[src/rtl/core/dbu_pkg.sv]
// Shared types, constants, ROM contents and helper functions of the double-byte to UTF-8 unit.
package dbu_pkg;

    localparam int TABLE_ENTRIES_DEF     = 20;
    localparam int GLYPH_INDEX_LIMIT_DEF = 2048;
    localparam int ROM_SLOTS             = 64;
    localparam int SEQ_MAX               = 3;
    localparam int QUEUE_DEPTH           = 2;

    localparam logic [15:0] CAPACITY_RESET = 16'd256;
    localparam logic [7:0]  ASCII_MASK     = 8'h7f;
    localparam logic [7:0]  LEAD_MIN       = 8'h80;
    localparam logic [7:0]  NUL_BYTE       = 8'h00;
    localparam logic [15:0] UNI_ONE_MAX    = 16'h0080;
    localparam logic [15:0] UNI_TWO_MAX    = 16'h0800;
    localparam logic [7:0]  PFX_TWO        = 8'hc0;
    localparam logic [7:0]  PFX_THREE      = 8'he0;
    localparam logic [7:0]  PFX_CONT       = 8'h80;
    localparam logic [15:0] MASK_6         = 16'h003f;
    localparam logic [15:0] MASK_5         = 16'h001f;
    localparam logic [15:0] MASK_4         = 16'h000f;

    typedef logic [7:0] t_byte;

    typedef struct packed {
        logic [15:0] glyph;
        logic [15:0] big5;
        logic [15:0] uni;
    } t_rom_row;

    typedef struct packed {
        t_byte [SEQ_MAX-1:0] bytes;
        logic [1:0]          count;
        logic                is_end;
    } t_entry;

    function automatic t_rom_row rom_row(input int idx);
        t_rom_row r;
        r = '0;
        case (idx)
            0:       r = '{16'd4,    16'hb943, 16'h904a};
            1:       r = '{16'd5,    16'hc0b8, 16'h6232};
            2:       r = '{16'd14,   16'hc2f7, 16'h96e2};
            3:       r = '{16'd15,   16'hb67d, 16'h958b};
            4:       r = '{16'd51,   16'habd2, 16'h5e1d};
            5:       r = '{16'd68,   16'had6e, 16'h8981};
            6:       r = '{16'd69,   16'hc3b9, 16'h7f85};
            7:       r = '{16'd70,   16'hb0a8, 16'h99ac};
            8:       r = '{16'd71,   16'hb0ea, 16'h570b};
            9:       r = '{16'd72,   16'hb6dc, 16'h55ce};
            10:      r = '{16'd73,   16'ha148, 16'hff1f};
            11:      r = '{16'd80,   16'haaba, 16'h7684};
            12:      r = '{16'd118,  16'ha175, 16'h300c};
            13:      r = '{16'd119,  16'hb3cd, 16'h51f1};
            14:      r = '{16'd120,  16'hbcbb, 16'h6492};
            15:      r = '{16'd121,  16'ha46a, 16'h5927};
            16:      r = '{16'd122,  16'ha176, 16'h300d};
            17:      r = '{16'd297,  16'ha1d0, 16'hff0d};
            18:      r = '{16'd782,  16'hb751, 16'h60f3};
            19:      r = '{16'd1439, 16'ha2bb, 16'h2162};
            default: r = '0;
        endcase
        return r;
    endfunction

    // First matching row wins: scan from the top down so lower rows override.
    function automatic logic [15:0] rom_lookup(input logic [15:0] key, input logic by_glyph,
                                               input int entries);
        logic [15:0] u;
        t_rom_row    r;
        u = '0;
        for (int i = ROM_SLOTS - 1; i >= 0; i--) begin
            r = rom_row(i);
            if (i < entries) begin
                if (by_glyph ? (r.glyph == key) : (r.big5 == key)) begin
                    u = r.uni;
                end
            end
        end
        return u;
    endfunction

    function automatic t_entry utf8_encode(input logic [15:0] u);
        t_entry e;
        e = '0;
        if (u < UNI_ONE_MAX) begin
            e.bytes[0] = u[7:0] & ASCII_MASK;
            e.count    = 2'd1;
        end else if (u < UNI_TWO_MAX) begin
            e.bytes[0] = 8'((u >> 6) & MASK_5) | PFX_TWO;
            e.bytes[1] = 8'(u & MASK_6) | PFX_CONT;
            e.count    = 2'd2;
        end else begin
            e.bytes[0] = 8'((u >> 12) & MASK_4) | PFX_THREE;
            e.bytes[1] = 8'((u >> 6) & MASK_6) | PFX_CONT;
            e.bytes[2] = 8'(u & MASK_6) | PFX_CONT;
            e.count    = 2'd3;
        end
        return e;
    endfunction

endpackage

[src/rtl/core/dbu_front.sv]
// Front end: accepts source bytes, pairs lead bytes, looks up and encodes, checks capacity.
module dbu_front import dbu_pkg::*; #(
    parameter int TABLE_ENTRIES     = TABLE_ENTRIES_DEF,
    parameter int GLYPH_INDEX_LIMIT = GLYPH_INDEX_LIMIT_DEF
) (
    input  logic        i_clk,
    input  logic        i_rst_n,
    input  logic        i_in_valid,
    output logic        o_in_stall,
    input  logic [7:0]  i_in_byte,
    input  logic        i_cfg_valid,
    output logic        o_cfg_ready,
    input  logic [15:0] i_cfg_data,
    input  logic        i_q_full,
    output logic        o_q_push,
    output t_entry      o_q_entry
);

    localparam logic [14:0] GLYPH_LIMIT = 15'(GLYPH_INDEX_LIMIT);

    logic [15:0] r_capacity;
    logic [7:0]  r_lead_byte, n_lead_byte;
    logic        r_lead_pending, n_lead_pending;
    logic [15:0] r_bytes_written, n_bytes_written;
    logic        r_full, n_full;

    logic        accept;
    logic [13:0] glyph;
    logic [15:0] big5;
    logic        by_glyph;
    logic [15:0] uni;
    logic [15:0] limit;
    t_entry      seq;
    logic        seq_fits;
    logic        have_seq;

    assign o_cfg_ready = 1'b1;
    assign o_in_stall  = i_q_full;
    assign accept      = i_in_valid && !i_q_full;

    assign glyph    = {i_in_byte[6:0], r_lead_byte[6:0]};
    assign big5     = {r_lead_byte, i_in_byte};
    assign by_glyph = {1'b0, glyph} < GLYPH_LIMIT;
    assign uni      = rom_lookup(by_glyph ? {2'b00, glyph} : big5, by_glyph, TABLE_ENTRIES);
    assign limit    = (r_capacity == 16'd0) ? 16'd0 : r_capacity - 16'd1;
    assign seq_fits = ({1'b0, r_bytes_written} + {15'd0, seq.count}) <= {1'b0, limit};

    always_comb begin
        seq = '0;
        have_seq = 1'b0;
        if (r_lead_pending) begin
            seq      = utf8_encode(uni);
            have_seq = uni != 16'd0;
        end else if (i_in_byte < LEAD_MIN) begin
            seq.bytes[0] = i_in_byte;
            seq.count    = 2'd1;
            have_seq     = 1'b1;
        end
    end

    always_comb begin
        n_lead_byte     = r_lead_byte;
        n_lead_pending  = r_lead_pending;
        n_bytes_written = r_bytes_written;
        n_full          = r_full;
        o_q_push        = 1'b0;
        o_q_entry       = seq;
        if (accept) begin
            if (i_in_byte == NUL_BYTE) begin
                o_q_entry        = '0;
                o_q_entry.count  = 2'd1;
                o_q_entry.is_end = 1'b1;
                o_q_push         = 1'b1;
                n_lead_byte      = '0;
                n_lead_pending   = 1'b0;
                n_bytes_written  = '0;
                n_full           = 1'b0;
            end else if (r_full) begin
                n_lead_pending = 1'b0;
            end else if (!r_lead_pending && i_in_byte >= LEAD_MIN) begin
                n_lead_byte    = i_in_byte;
                n_lead_pending = 1'b1;
            end else begin
                n_lead_pending = 1'b0;
                if (have_seq) begin
                    if (seq_fits) begin
                        o_q_push        = 1'b1;
                        n_bytes_written = r_bytes_written + {14'd0, seq.count};
                    end else begin
                        n_full = 1'b1;
                    end
                end
            end
        end
    end

    always_ff @(posedge i_clk) begin
        if (!i_rst_n) begin
            r_capacity      <= CAPACITY_RESET;
            r_lead_byte     <= '0;
            r_lead_pending  <= 1'b0;
            r_bytes_written <= '0;
            r_full          <= 1'b0;
        end else begin
            if (i_cfg_valid) begin
                r_capacity <= i_cfg_data;
            end
            r_lead_byte     <= n_lead_byte;
            r_lead_pending  <= n_lead_pending;
            r_bytes_written <= n_bytes_written;
            r_full          <= n_full;
        end
    end

`ifndef SYNTH
    a_nul_clears: assert property (@(posedge i_clk) disable iff (!i_rst_n)
        accept && i_in_byte == NUL_BYTE |=> r_bytes_written == 16'd0 && !r_full
            && !r_lead_pending)
        else $error("state not cleared after terminator");
    a_full_no_push: assert property (@(posedge i_clk) disable iff (!i_rst_n)
        o_q_push && r_full |-> o_q_entry.is_end)
        else $error("content pushed while buffer full");
`endif

endmodule

[src/rtl/core/dbu_queue.sv]
// Two-entry queue of encoded sequences between front and back end.
module dbu_queue import dbu_pkg::*; (
    input  logic   i_clk,
    input  logic   i_rst_n,
    input  logic   i_push,
    input  t_entry i_entry,
    output logic   o_full,
    input  logic   i_pop,
    output logic   o_empty,
    output t_entry o_entry
);

    localparam int PTR_W = (QUEUE_DEPTH > 1) ? $clog2(QUEUE_DEPTH) : 1;
    localparam int CNT_W = $clog2(QUEUE_DEPTH + 1);

    t_entry             r_mem [QUEUE_DEPTH];
    logic [PTR_W-1:0]   r_wr_ptr, r_rd_ptr;
    logic [CNT_W-1:0]   r_count, n_count;

    assign o_full  = r_count == CNT_W'(QUEUE_DEPTH);
    assign o_empty = r_count == '0;
    assign o_entry = r_mem[r_rd_ptr];

    always_comb begin
        n_count = r_count;
        if (i_push && !i_pop) begin
            n_count = r_count + CNT_W'(1);
        end else if (!i_push && i_pop) begin
            n_count = r_count - CNT_W'(1);
        end
    end

    always_ff @(posedge i_clk) begin
        if (i_push) begin
            r_mem[r_wr_ptr] <= i_entry;
        end
    end

    always_ff @(posedge i_clk) begin
        if (!i_rst_n) begin
            r_wr_ptr <= '0;
            r_rd_ptr <= '0;
            r_count  <= '0;
        end else begin
            if (i_push) begin
                r_wr_ptr <= (r_wr_ptr == PTR_W'(QUEUE_DEPTH - 1)) ? '0 : r_wr_ptr + PTR_W'(1);
            end
            if (i_pop) begin
                r_rd_ptr <= (r_rd_ptr == PTR_W'(QUEUE_DEPTH - 1)) ? '0 : r_rd_ptr + PTR_W'(1);
            end
            r_count <= n_count;
        end
    end

`ifndef SYNTH
    a_no_overflow: assert property (@(posedge i_clk) disable iff (!i_rst_n)
        i_push |-> !o_full)
        else $error("push into full queue");
    a_no_underflow: assert property (@(posedge i_clk) disable iff (!i_rst_n)
        i_pop |-> !o_empty)
        else $error("pop from empty queue");
`endif

endmodule

[src/rtl/core/dbu_back.sv]
// Back end: serializes queued sequences into output bytes through an output register.
module dbu_back import dbu_pkg::*; (
    input  logic       i_clk,
    input  logic       i_rst_n,
    input  logic       i_q_empty,
    input  t_entry     i_q_entry,
    output logic       o_q_pop,
    output logic       o_out_valid,
    input  logic       i_out_stall,
    output logic [7:0] o_out_byte,
    output logic       o_run_last,
    output logic       o_string_end
);

    logic [1:0] r_idx, n_idx;
    logic       r_out_valid;
    logic [7:0] r_out_byte;
    logic       r_run_last;
    logic       r_string_end;

    logic       slot_free;
    logic       load;
    logic       is_last;

    assign slot_free = !r_out_valid || !i_out_stall;
    assign load      = slot_free && !i_q_empty;
    assign is_last   = r_idx == (i_q_entry.count - 2'd1);
    assign o_q_pop   = load && is_last;
    assign n_idx     = is_last ? 2'd0 : r_idx + 2'd1;

    assign o_out_valid  = r_out_valid;
    assign o_out_byte   = r_out_byte;
    assign o_run_last   = r_run_last;
    assign o_string_end = r_string_end;

    always_ff @(posedge i_clk) begin
        if (load) begin
            r_out_byte   <= i_q_entry.bytes[r_idx];
            r_run_last   <= is_last;
            r_string_end <= i_q_entry.is_end;
        end
    end

    always_ff @(posedge i_clk) begin
        if (!i_rst_n) begin
            r_idx       <= '0;
            r_out_valid <= 1'b0;
        end else begin
            if (load) begin
                r_idx <= n_idx;
            end
            if (slot_free) begin
                r_out_valid <= !i_q_empty;
            end
        end
    end

`ifndef SYNTH
    a_end_is_last_zero: assert property (@(posedge i_clk) disable iff (!i_rst_n)
        r_out_valid && r_string_end |-> r_run_last && r_out_byte == NUL_BYTE)
        else $error("terminator not a lone zero byte");
`endif

endmodule

[src/rtl/core/double_byte_to_utf8_stream_unit.sv]
// Top level of the double-byte to UTF-8 stream converter.
//
//   channel  direction  handshake                 payload
//   in       sink       i_in_valid / o_in_stall   i_in_byte
//   out      source     o_out_valid / i_out_stall o_out_byte, o_run_last, o_string_end
//   cfg      sink       i_cfg_valid / o_cfg_ready i_cfg_data (output capacity)
//
// One source byte is taken per cycle while the two-entry sequence queue has room.
// The back end sends one UTF-8 byte per cycle from its output register unless the
// output stalls, so a character is sent as its 1 to 3 encoded bytes and the output
// port sets the rate. Reset is synchronous, active low, and clears the control
// state but not the queue storage or output data; output capacity returns to 256.
// A stall on the output fills the queue, and then the input stalls.
module double_byte_to_utf8_stream_unit import dbu_pkg::*; #(
    parameter int TABLE_ENTRIES     = TABLE_ENTRIES_DEF,
    parameter int GLYPH_INDEX_LIMIT = GLYPH_INDEX_LIMIT_DEF
) (
    input  logic        i_clk,
    input  logic        i_rst_n,
    input  logic        i_in_valid,
    output logic        o_in_stall,
    input  logic [7:0]  i_in_byte,
    output logic        o_out_valid,
    input  logic        i_out_stall,
    output logic [7:0]  o_out_byte,
    output logic        o_run_last,
    output logic        o_string_end,
    input  logic        i_cfg_valid,
    output logic        o_cfg_ready,
    input  logic [15:0] i_cfg_data
);

    logic   q_push;
    logic   q_full;
    logic   q_pop;
    logic   q_empty;
    t_entry q_in_entry;
    t_entry q_out_entry;

    dbu_front #(
        .TABLE_ENTRIES     (TABLE_ENTRIES),
        .GLYPH_INDEX_LIMIT (GLYPH_INDEX_LIMIT)
    ) u_front (
        .i_clk       (i_clk),
        .i_rst_n     (i_rst_n),
        .i_in_valid  (i_in_valid),
        .o_in_stall  (o_in_stall),
        .i_in_byte   (i_in_byte),
        .i_cfg_valid (i_cfg_valid),
        .o_cfg_ready (o_cfg_ready),
        .i_cfg_data  (i_cfg_data),
        .i_q_full    (q_full),
        .o_q_push    (q_push),
        .o_q_entry   (q_in_entry)
    );

    dbu_queue u_queue (
        .i_clk   (i_clk),
        .i_rst_n (i_rst_n),
        .i_push  (q_push),
        .i_entry (q_in_entry),
        .o_full  (q_full),
        .i_pop   (q_pop),
        .o_empty (q_empty),
        .o_entry (q_out_entry)
    );

    dbu_back u_back (
        .i_clk        (i_clk),
        .i_rst_n      (i_rst_n),
        .i_q_empty    (q_empty),
        .i_q_entry    (q_out_entry),
        .o_q_pop      (q_pop),
        .o_out_valid  (o_out_valid),
        .i_out_stall  (i_out_stall),
        .o_out_byte   (o_out_byte),
        .o_run_last   (o_run_last),
        .o_string_end (o_string_end)
    );

endmodule
[config.mk]
export PLATFORM = sky130hd
export DESIGN_NAME = double_byte_to_utf8_stream_unit
export DESIGN_NICKNAME = d
export VERILOG_FILES = /design/src/rtl/core/dbu_pkg.sv /design/src/rtl/core/dbu_front.sv /design/src/rtl/core/dbu_queue.sv /design/src/rtl/core/dbu_back.sv /design/src/rtl/core/double_byte_to_utf8_stream_unit.sv
export SDC_FILE = /design/constraint.sdc
export NUM_CORES = 1
export LEC_CHECK = 0
export BUFFER_PORTS_ARGS = -buffer_cell sky130_fd_sc_hd__clkbuf_2
export CAP_MARGIN = 0
export CORE_AREA = 2 2 190 155
export CTS_CLUSTER_SIZE = 12
export DETAILED_ROUTE_END_ITERATION = 12
export DIE_AREA = 0 0 192 157
export PLACE_DENSITY = 0.44
export SLEW_MARGIN = 40
export SYNTH_ARGS = -nofsm -noshare
export SYNTH_HDL_FRONTEND = slang
export SYNTH_SLANG_ARGS = --single-unit
[constraint.sdc]
create_clock -name i_clk -period 7.27 [get_ports i_clk]
set_input_delay 1.454 -clock i_clk [delete_from_list [all_inputs] [get_ports i_clk]]
set_output_delay 1.454 -clock i_clk [all_outputs]
set_load 0.01 [all_outputs]
==> flow_metrics.tcl <==
set metrics [dict create \
    first_global_vias 5945 \
    final_nets 956 \
    post-synth-top-area-fraction 0.242 \
    syn_area_per_cell_um2 9.21 \
    gp_congestion 0.948 \
    cts_buffers 9 \
    placement_stage_worst_setup_slack_ns -0.196 \
    power.density_cell_area_nw_per_um2 208 \
    grt.total_usage 0.148 \
    worst-endpoint-arrival_ns 7.26 \
    post_synth_most_frequent_cells "sky130_fd_sc_hd__nor2_1 (57), sky130_fd_sc_hd__edfxtp_1 (56), sky130_fd_sc_hd__dfxtp_1 (50), sky130_fd_sc_hd__nand2_1 (50), sky130_fd_sc_hd__inv_1 (46)" \
    timing.critical_path.slowest_cell_delay_ns 0.54 \
    synthDominantAreaCellType "sky130_fd_sc_hd__edfxtp_1" \
    post_route_cells_drive_above_1_share 0.285 \
    crit_fanout 9 \
    fin_util 0.320 \
    cts-htree-levels 3 \
    clock-sinks 106 \
    finalCriticalPeriod_ns 6.96 \
    cts_tree "yes" \
    synth_seq_area_share 0.386 \
    fp.dieArea_um2 30100 \
    crit_path_start_kind "input pin" \
    clock-skew-final_ns 0.0115 \
    die_x_um 192 \
    synthCells 755 \
    timing.setup.critical_path_class "in2reg" \
    start_util 0.248 \
    grt_first_pass_wirelength_mm 34.3 \
    clock_insertion_delay_worst_skew_ns 0.36 \
    critical-path-slowest-cell "sky130_fd_sc_hd__or4b_1" \
    placeable_area_um2 28100 \
    power.leakage_nw 3.64 \
    mappedNetlistNets 805 \
    synth.area.top_cells "sky130_fd_sc_hd__edfxtp_1 (24%), sky130_fd_sc_hd__dfxtp_1 (14%), sky130_fd_sc_hd__mux2i_1 (5.3%)" \
    cts_root_buffer "sky130_fd_sc_hd__clkbuf_16" \
    hpwl_mm 17.0 \
    worst_setup_path_end_kind "register" \
    finalWirelength_mm 21.7 \
    outcome "finished clean" \
    netlist_area_um2 6960 \
    ys_ff_latch 106 \
    area_delta_synth_final_pct 29.1 \
    number_of_antenna_violations_at_the_first_check_in_global_routing 1 \
    setup_slack_ns 0.308 \
    path_class_of_the_lowest_slack_min_delay_path "reg2reg" \
    drv_cap 0 \
    worst_setup_hold_path_clk_slew_ns 0.07 \
    route.detailed.vias_per_inst 4.87 \
    io_pins 42 \
    peakVddDrop_v 0.000168 \
    drc_errors 0 \
    synth-edff-count 56 \
    tcrit_tclk_final 0.958 \
    die_height_um 157 \
    wl_per_cell_um 16.9 \
    route.vias.total 6241 \
    num_rows 55 \
    yosys_warnings 0 \
    tightest_slew_ns 0.791 \
    yosys.cell_count.top_type "sky130_fd_sc_hd__nor2_1" \
    max-slew-margin-rel 0.467 \
    synth_cell_type_count 80 \
    report.final.hold_viol_count 0 \
    globalRouteOverflowTotal 0 \
    numPortBuffers 40 \
    async_reset_ff_frac 0 \
    cts-root-to-sink-buffers 2 \
    finalSetupViolCount 0 \
    synth_flop_cell "sky130_fd_sc_hd__edfxtp_1" \
    number_of_iterations_in_the_first_detailed_routing_pass 5 \
    timing.critical_path.required_ns 7.57 \
    pin_count_of_the_biggest_net_entering_global_routing 36 \
    first_iter_violations 398 \
    maxSlewViolCount 0 \
    antenna_left 0 \
    max_freq_ghz 0.144 \
]
## metrics by stage
stage          hold slack [ns]  power (mW)  instance area, µm²  TNS, ns  instances
3_5_place_dp             0.493        1.34                8550    -7.43       1262
4_1_cts                  0.504        1.89                8880        0       1278
5_1_grt                  0.516        1.99                8980  -0.0193       1281
6_report                 0.500        1.87                8980        0       1282
3_3_place_gp             0.480        1.35                8550    -5.97       1262
2_1_floorplan            0.460        1.15                6960        0        755
## worst max-delay path: cells and delay by family
kind	cells	cell delay (ns)
buf+inv	4	0.68
compound gates	12	2.14
simple gates	10	2.11
fa+ha+maj	3	0.85
## final timing paths
check / startpoint / endpoint / slack (ns) / cells after the start
worst min-delay path: u_front.r_bytes_written[0] / u_front.r_bytes_written[0] / 0.50 / 2
worst max-delay path: i_in_byte[6] / u_queue.r_count[1] / 0.31 / 29
worst max register to register: u_front.r_lead_byte[5] / u_queue.r_count[1] / 1.05 / 26
worst min register to register: u_front.r_bytes_written[0] / u_front.r_bytes_written[0] / 0.50 / 2
## routing by layer
metal  track usage  vias up  share of wire
met3        0.0326       21          0.053
met4        0.0353        0          0.012
li1              -     3092              -
met1         0.222     2966           0.51
met2         0.213      162           0.42
met5             0        -              0
## flip-flops by register name (all words and copies together), names as in the netlist, named ones only
register,count
u_back.o_string_end,1
u_back.o_out_valid,1
u_queue.r_mem,46
u_front.r_lead_byte,8
u_front.r_capacity,16
u_back.o_out_byte,8
u_back.r_idx,2
u_front.r_lead_pending,1
u_back.o_run_last,1
u_queue.r_count,2
u_front.r_full,1
u_front.r_bytes_written,16
u_queue.r_wr_ptr,1
u_queue.r_rd_ptr,1
## power by group
group	leakage (nW)	internal, mW	switching (mW)
Combinational	2.52	0.236	0.292
Clock	0.160	0.307	0.230
Sequential	0.957	0.735	0.0647
## layout by cell type, fill, tap and decap left out, types with 14 or more instances in the layout
cell / Yosys / layout
sky130_fd_sc_hd__a21oi_1: 34 / 32
sky130_fd_sc_hd__nor4_1: 14 / 14
sky130_fd_sc_hd__nor3_1: 23 / 22
sky130_fd_sc_hd__dfxtp_1: 50 / 50
sky130_fd_sc_hd__nor2b_1: 41 / 40
sky130_fd_sc_hd__nand2_1: 50 / 50
sky130_fd_sc_hd__nand4_1: 15 / 15
sky130_fd_sc_hd__clkbuf_2: 0 / 39
sky130_fd_sc_hd__buf_4: 1 / 136
sky130_fd_sc_hd__mux2i_1: 37 / 37
sky130_fd_sc_hd__nand3_1: 24 / 23
sky130_fd_sc_hd__inv_1: 46 / 46
sky130_fd_sc_hd__nor2_1: 57 / 54
sky130_fd_sc_hd__o21ai_0: 20 / 20
sky130_fd_sc_hd__ha_1: 20 / 20
sky130_fd_sc_hd__edfxtp_1: 56 / 56
## final cells by class
| cell class | instances | area [µm²] |
|---|---|---|
| fillers | 2971 | 19100 |
| multi-input cells | 558 | 3950 |
| flip-flops and latches | 106 | 2680 |
| repair buffers | 185 | 1380 |
| well taps | 370 | 463 |
| clock buffers | 10 | 229 |
| inverters | 46 | 173 |
| clock inverters | 6 | 103 |
| diodes | 1 | 2.50 |
## logic make-up (layout without fill, tap and decap cells)
family | Yosys count | after routing | share of synthesized area
simple gates | 311 | 311 | 0.248
compound gates | 156 | 156 | 0.163
flops | 106 | 106 | 0.386
buf+inv | 91 | 247 | 0.0565
mux | 47 | 47 | 0.0792
xor+xnor | 22 | 22 | 0.0277
fa+ha+maj | 21 | 21 | 0.0389
other cells | 1 | 2 | 0.000539
## repair_timing
item                                    CTS  global route
buffers inserted                          0             3
hold buffers                              0             0
resized for setup                         0            19
endpoints found under the setup margin    0            64
(Power assumes the default switching activity.)
